==> src/hw/rtl/ecpe_pkg.sv <==
package ecpe_pkg;

    localparam int PIX_W       = 8;
    localparam int IDX_W       = 16;
    localparam int BTH_W       = 24;
    localparam int CTH_W       = 7;
    localparam int FRM_W       = 17;
    localparam int ACC_INT_W   = 16;
    localparam int CFG_IDX_W   = 2;
    localparam int CFG_DATA_W  = 24;

    localparam logic [CFG_IDX_W-1:0] CFG_BRIGHT_THR = 2'd0;
    localparam logic [CFG_IDX_W-1:0] CFG_CHANGE_THR = 2'd1;
    localparam logic [CFG_IDX_W-1:0] CFG_FRAME_PIX  = 2'd2;

    localparam logic [BTH_W-1:0] BTH_RST = 24'd32768;
    localparam logic [CTH_W-1:0] CTH_RST = 7'd16;
    localparam logic [FRM_W-1:0] FRM_RST = 17'd65536;

    typedef struct packed {
        logic spike;
        logic on;
        logic off;
    } evt_t;

    typedef struct packed {
        logic [IDX_W-1:0] index;
        evt_t             evt;
        logic             last;
    } res_t;

endpackage

==> src/hw/rtl/ecpe_update.sv <==
module ecpe_update #(
    parameter int ACC_W  = 24,
    parameter int FRAC_W = 8
) (
    input  logic [ecpe_pkg::PIX_W-1:0] pixel,
    input  logic [ACC_W-1:0]           acc_in,
    input  logic [ecpe_pkg::PIX_W-1:0] lvl_in,
    input  logic                       first,
    input  logic [ecpe_pkg::BTH_W-1:0] bth,
    input  logic [ecpe_pkg::CTH_W-1:0] cth,
    output logic [ACC_W-1:0]           acc_out,
    output logic [ecpe_pkg::PIX_W-1:0] lvl_out,
    output ecpe_pkg::evt_t             evt
);

    localparam int CMP_W = ((ACC_W > ecpe_pkg::BTH_W) ? ACC_W : ecpe_pkg::BTH_W) + 1;
    localparam int PIX_W = ecpe_pkg::PIX_W;

    logic [ACC_W-1:0] pix_fx;
    logic [ACC_W:0]   sum;
    logic [ACC_W-1:0] sat;
    logic [CMP_W-1:0] diff;
    logic             spike;
    logic [PIX_W:0]   up;
    logic [PIX_W-1:0] down;
    logic [PIX_W-1:0] cth_ext;
    logic             rise;
    logic             fall;

    assign pix_fx  = ACC_W'(pixel) << FRAC_W;
    assign sum     = {1'b0, acc_in} + {1'b0, pix_fx};
    assign sat     = sum[ACC_W] ? '1 : sum[ACC_W-1:0];
    assign diff    = CMP_W'(sat) - CMP_W'(bth);
    assign spike   = ~diff[CMP_W-1];
    assign acc_out = spike ? diff[ACC_W-1:0] : sat;

    assign cth_ext = PIX_W'(cth);
    assign up      = {1'b0, lvl_in} + {1'b0, cth_ext};
    assign down    = lvl_in - cth_ext;
    assign rise    = {1'b0, pixel} >= up;
    assign fall    = !rise && (lvl_in >= cth_ext) && (pixel <= down);

    always_comb
    begin
        evt.spike = spike;
        evt.on    = 1'b0;
        evt.off   = 1'b0;
        lvl_out   = lvl_in;
        priority if (first)
        begin
            lvl_out = pixel;
        end
        else if (rise)
        begin
            evt.on  = 1'b1;
            lvl_out = up[PIX_W-1:0];
        end
        else if (fall)
        begin
            evt.off = 1'b1;
            lvl_out = down;
        end
        else
        begin
            lvl_out = lvl_in;
        end
    end

endmodule

==> config.mk <==
export PLATFORM = sky130hd
export DESIGN_NAME = ecpe_update
export DESIGN_NICKNAME = d
export VERILOG_FILES = /design/src/hw/rtl/ecpe_pkg.sv /design/src/hw/rtl/ecpe_update.sv
export SDC_FILE = /design/constraint.sdc
export NUM_CORES = 1
export LEC_CHECK = 0
export ABC_AREA = 1
export BUFFER_PORTS_ARGS = -buffer_cell sky130_fd_sc_hd__buf_2
export CORE_ASPECT_RATIO = 0.9
export CORE_UTILIZATION = 28
export DETAILED_ROUTE_END_ITERATION = 8
export MAX_ROUTING_LAYER = met4
export SLEW_MARGIN = 10
export SYNTH_ARGS = -nofsm -noshare
export SYNTH_HDL_FRONTEND = slang
export SYNTH_SLANG_ARGS = --single-unit
export TNS_END_PERCENT = 1
==> constraint.sdc <==
create_clock -name vclk -period 4.8
set_input_delay 0.96 -clock vclk [all_inputs]
set_output_delay 0.96 -clock vclk [all_outputs]
set_load 0.02 [all_outputs]
==> metrics, run 1 <==
status=complete, but fails checks; violated checks=negative setup slack; most common cell after layout, fill and taps aside=nand2_1; Final Net Count=1,043; WL final=13,960 um; Area contributors post-synth=nand2_1 21%, ha_1 20%, inv_1 11%, nand3_1 6.7%, a21oi_1 5.7%; hold endpoint=lvl_out[0]; Yosys warnings=0; Die Area=about 14,000 um2; Hold/Removal Path Class=in2out; max-slew violation count=0; dpl ws=-0.4789 ns; register area share after synthesis=0%; endpoints failing setup=25; dpl hpwl=approximately 11,000 um; Final min period=5.093 ns; clock network power share=0%; area grow syn2layout=67.63%; Crit Path Category=in2out; largest net degree at the start of global routing=20; GRT Total Usage=between 15 and 20%; global-route wire length before repair=about 22,000 um; Core Area=12,930 um2; cell count after synthesis=677; initial DRC count=151; Net Sw Frac=54.14%; CTS hold repair buffers=0; IR drop worst, VDD=103.9 uV; vias post-DR=5,050; Port Buffers=107; post-route setup slack=-0.2932 ns; Pwr Total=0.001305 W; FMAX=196.3 MHz; Die Y=112.5 um; Yosys cell types=40; Fin. Hold Viols=0; Seq Cell Count=0; Wirelength per Cell=13.08 um; Slew @ Worst Pin=0.4771 ns; combinational power share=100.0%; WP data arrival=4.13 ns; GPL Wtd Cong=0.9060; final period utilization=106.1%; post-synth top area share=20.67%; maxcap violations=0; CP max FO=8; initial core utilization=29.36%; # rows=39; startpoint types=input pin; global route total overflow=0; number of global-route vias before repair=4,771; syn avg cell area=between 5 and 6 um2; commonest cells after routing, fill and taps aside=178 x nand2_1, 133 x buf_4, 108 x inv_1, 82 x buf_2, 41 x nand3_1; RSZ-0062 raised after global routing=yes; share of cells above drive strength 1=a little over two fifths; die width=124.7 um; Reg area=0 um2; Flop pwr share=0%; IO Pins=between 100 and 150; clk_buf instances=0; Netlist Area Pre-Place=between 3000 and 4000 um2; CP Capture Type=output pin; DRC viols=0; ant diodes=0; hold path startpoint=pixel[0]; Max-slew headroom=67.95%; Power Dens Cells=205.1 nW/um2; syn nets=815; initial antenna violation count=0; leakage power=about 3.5 nW; worst endpoint required time=3.84 ns; Routed Antenna Nets=0; Psw=0.0007065 W; dominant cell type by area after synthesis=nand2_1; via/cell ratio=4.733; DRT Pass-1 Iters=5; Int Pwr=0.0005984 W; Core Util, Final=49.21%; Worst Hold Depth=4
## per-stage QoR
stage               hold slack (ns)  cells  setup TNS, ns  area, um2
finish                        2.302   1067         -6.248       6364
global route                  2.323   1067         -11.67       6364
CTS                           2.305   1062         -5.285       6047
detailed placement            2.314   1059         -10.87       5590
global placement              2.311   1059         -9.069       5590
floorplan                     2.086    677              0       4029
## power by group through the flow
stage / clock [W] / sequential [W] / combinational [W]
6_report: 0 / 0 / 0.00130
5_1_grt: 0 / 0 / 0.00143
4_1_cts: 0 / 0 / 0.00121
3_5_place_dp: 0 / 0 / 0.00109
3_3_place_gp: 0 / 0 / 0.00109
2_1_floorplan: 0 / 0 / 0.000697
## synth_stat cells (4+ instances only)
library cell and number:
ha_1 62, nand4_1 13, nand2_2 4, buf_4 4, buf_6 5, o21ai_0 29
or2_2 9, nand3_1 51, nand2_1 209, nor2_1 38, xnor2_1 8, nand3_2 5
a21oi_1 43, nor3_1 11, o21bai_1 7, a31oi_1 4, fa_1 4, inv_1 111
o211ai_1 5, o21ai_1 8, xor2_1 18
## what timing repair did
action / in CTS / in global routing
gates cloned: 2 / 2
pin swaps: 12 / 18
endpoints found under the setup margin: 25 / 34
buffers inserted: 1 / 4
resized for setup: 89 / 51
## worst max-delay path: stages
cell and delay (ns):
buf_4 0.13, ha_4 0.16, fa_2 0.36, nand3_2 0.07, nand2_2 0.06, nand2_2 0.07
o211ai_4 0.08, nand3_4 0.12, nor2_4 0.05, nand2_4 0.09, buf_12 0.13, nand2_2 0.06
inv_2 0.06, ha_4 0.13, inv_2 0.04, fa_2 0.34, nand3_2 0.08, nand2_4 0.06
nand4_1 0.12, nand3_2 0.12, a21oi_4 0.20, buf_12 0.15, buf_12 0.14, inv_8 0.06
nand2_4 0.06, nand2_4 0.04, buf_4 0.15
## how the worst max path moves through the flow
stage	start	end	slack, ns	cells after the start
after global routing	pixel[5]	acc_out[21]	-0.47	24
final	pixel[0]	acc_out[1]	-0.29	27
after global placement	pixel[0]	acc_out[19]	-0.41	25
after floorplan	pixel[0]	acc_out[0]	0.0005	22
after CTS	pixel[0]	acc_out[14]	-0.25	25
after detailed placement	pixel[0]	acc_out[19]	-0.48	25
## metal layers
metal	vias up	GRT usage [%]	share of wire (%)
met5	-	-	0
met4	0	1.446	0.39
met3	4	0.5243	3.3
met2	98	34.59	51
met1	2291	24.89	46
li1	2657	-	-
## final cells by class
cell class         count  area, um2
fillers             1341       6568
inverters            113      436.7
multi-input cells    551       3968
well taps            164      205.2
repair buffers       238       1743
repair inverters       1      11.26
## logic make-up after synthesis
| logic type | Yosys count | synth area share (%) |
|---|---|---|
| buf+inv | 126 | 14.44 |
| compound gates | 110 | 16.61 |
| simple gates | 349 | 40.41 |
| xor+xnor | 26 | 5.999 |
| fa+ha+maj | 66 | 22.54 |
(Power assumes the default switching activity.)
==> run 2: changes to the inputs <==
clock period = 5 ns   (was 4.8 ns; I/O delays follow)
==> run 2 against run 1 <==
The flow still finishes with violations (negative setup slack). Utilization rose by 0.98 points. Hold slack gained 0.12 ns. Design area is 2.0% higher. Die area stayed put. Critical path depth shrank 3. Sequential cell count unchanged. Via count grew 0.48%. Routed wire length is 3.1% lower. Final cell count grew 1.0%. Clock-buffer cell count did not move. First-iteration DRC count increased by 27%. Critical endpoint is now acc_out[17]. Largest cell class unchanged. Highest routed layer unchanged.
==> metrics, run 2 (synthesis gave the netlist of run 1 again) <==
Die Y=112.5 um; combinational power share=100.0%; initial core utilization=29.36%; Wirelength per Cell=12.56 um; status=complete, but fails checks; Flop pwr share=0%; Slew @ Worst Pin=0.4224 ns; final period utilization=101.8%; startpoint types=input pin; Worst path slowest cell=fa_2; global route total overflow=0; most common cell after layout, fill and taps aside=nand2_1; commonest cells after routing, fill and taps aside=168 x nand2_1, 137 x buf_4, 106 x inv_1, 78 x buf_2, 40 x nand3_1; max-slew violation count=0; Reg area=0 um2; dpl hpwl=approximately 11,000 um; most frequent CP cell=nand2_1; maxcap violations=0; CP top delay family=simple AND/OR/NAND/NOR gates; Power Dens Cells=between 150 and 200 nW/um2; endpoints failing setup=23; hold_ws=2.422 ns; GRT Total Usage=19.60%; FMAX=196.5 MHz; DRC viols=0; max incr delay on CP=about 0.34 ns; largest net degree at the start of global routing=21; Routed Antenna Nets=0; Seq Cell Count=0; GPL Wtd Cong=a little under 0.9; IR drop worst, VDD=63.05 uV; DRT Pass-1 Iters=5; violated checks=negative setup slack; CP Capture Type=output pin; WP buf/inv=4; Final Net Count=1,054; Die Area=14,030 um2; Int Pwr=0.0005873 W; post-route setup slack=-0.09029 ns; Net Sw Frac=a little over half; IO Pins=107; die width=around 120 um; leakage power=3.518 nW; initial DRC count=approximately 190; area grow syn2layout=70.96%; final std cells w/o fill=1,078; Core Area=12,930 um2; WL final=~14,000 um; Fill cells=1,339; ant diodes=0; worst path cell trace=buf_8 > ha_4 > fa_2 > nand3_2 > nand2_2 > nand2_2 > o211ai_4 > nand3_4 > nor2_4 > nand2_4 > buf_12 > nand2_1 > ha_1 > a21oi_1 > buf_4 > o21ai_0 > nand2_1 > nand2_1 > nand2_1 > nand3_1 > or2_2 > nand3_2 > nand2_2 > buf_6; clock network power share=0%; initial antenna violation count=0; global-route wire length before repair=22,560 um; Final min period=5.090 ns; WP data arrival=4.09 ns; worst endpoint required time=4.00 ns; share of cells above drive strength 1=43.76%; CP max FO=6; Port Buffers=107; via/cell ratio=roughly 4.7; Hold/Removal Path Class=in2out; Crit Path Category=in2out; Psw=0.0006551 W; Fin. Hold Viols=0; RSZ-0062 raised after global routing=yes; number of global-route vias before repair=between 4k and 5k; vias post-DR=5,074; # rows=39; dpl ws=-0.4927 ns; clk_buf instances=0; placed instance count=1,057; Max-slew headroom=71.63%
-- run 2: changes by cell type in the layout (fill, tap and decap cells not counted), moves of 4 or more --
cell,change
a21oi_2,-4
buf_2,-4
buf_4,+4
buf_6,+11
ha_4,+4
nand2_1,-10
nand2_2,+18
nand2_4,-8
nand3_2,+6
nand3_4,-5
o21ai_1,-5
o21ai_2,+4
-- run 2: what timing repair did --
item / in CTS / in global routing
buffers inserted: 17 / 3
cloned: 2 / 0
pin swaps: 36 / 25
hold buffers: 0 / 0
endpoints found under the setup margin: 25 / 34
resized for setup: 132 / 59
-- run 2: through the flow --
stage / power [W] / setup TNS [ns] / instance area (um2) / utilization (%)
after CTS: 0.001183 / -2.349 / 6208 / 48.01
after detailed placement: 0.001010 / -10.66 / 5435 / 42.03
final: 0.001242 / -1.410 / 6490 / 50.19
after global placement: 0.001006 / -9.248 / 5435 / 42.03
after floorplan: 0.0006283 / 0 / 3872 / -
after global routing: 0.001366 / -6.402 / 6490 / 50.19
-- run 2: power groups by stage --
| stage | Sequential, W | Combinational [W] | Clock, W |
|---|---|---|---|
| 3_5_place_dp | 0 | 0.00101 | 0 |
| 4_1_cts | 0 | 0.00118 | 0 |
| 3_3_place_gp | 0 | 0.00101 | 0 |
| 5_1_grt | 0 | 0.00137 | 0 |
| 6_report | 0 | 0.00124 | 0 |
| 2_1_floorplan | 0 | 0.000628 | 0 |
-- run 2: final timing paths --
kind,startpoint,endpoint,depth (start not counted)
min,bth[0],acc_out[0],4
max,pixel[0],acc_out[17],24
-- run 2: area by class of cell --
class,count,area (um2),share of cell area (%)
inverters,113,439.2,6.767
multi-input cells,551,3966,61.11
well taps,164,205.2,3.162
repair buffers,250,1879,28.96
-- run 2: worst min-delay path: cells and delay by family --
kind                     cells  cell delay (ns)
AO/OA/AOI/OAI                1             0.06
buffers and inverters        2             0.25
adder cells (fa/ha/maj)      1             0.11
-- run 2: layer usage --
metal / wire length (um) / up-vias / GRT usage (%) / share of wire (%)
met5: 0 / - / - / 0
met4: 259 / 0 / 2.892 / 1.9
met3: 611 / 18 / 0.9056 / 4.5
met2: 6734 / 118 / 35.80 / 50
met1: 5929 / 2254 / 24.20 / 44
li1: - / 2684 / - / -
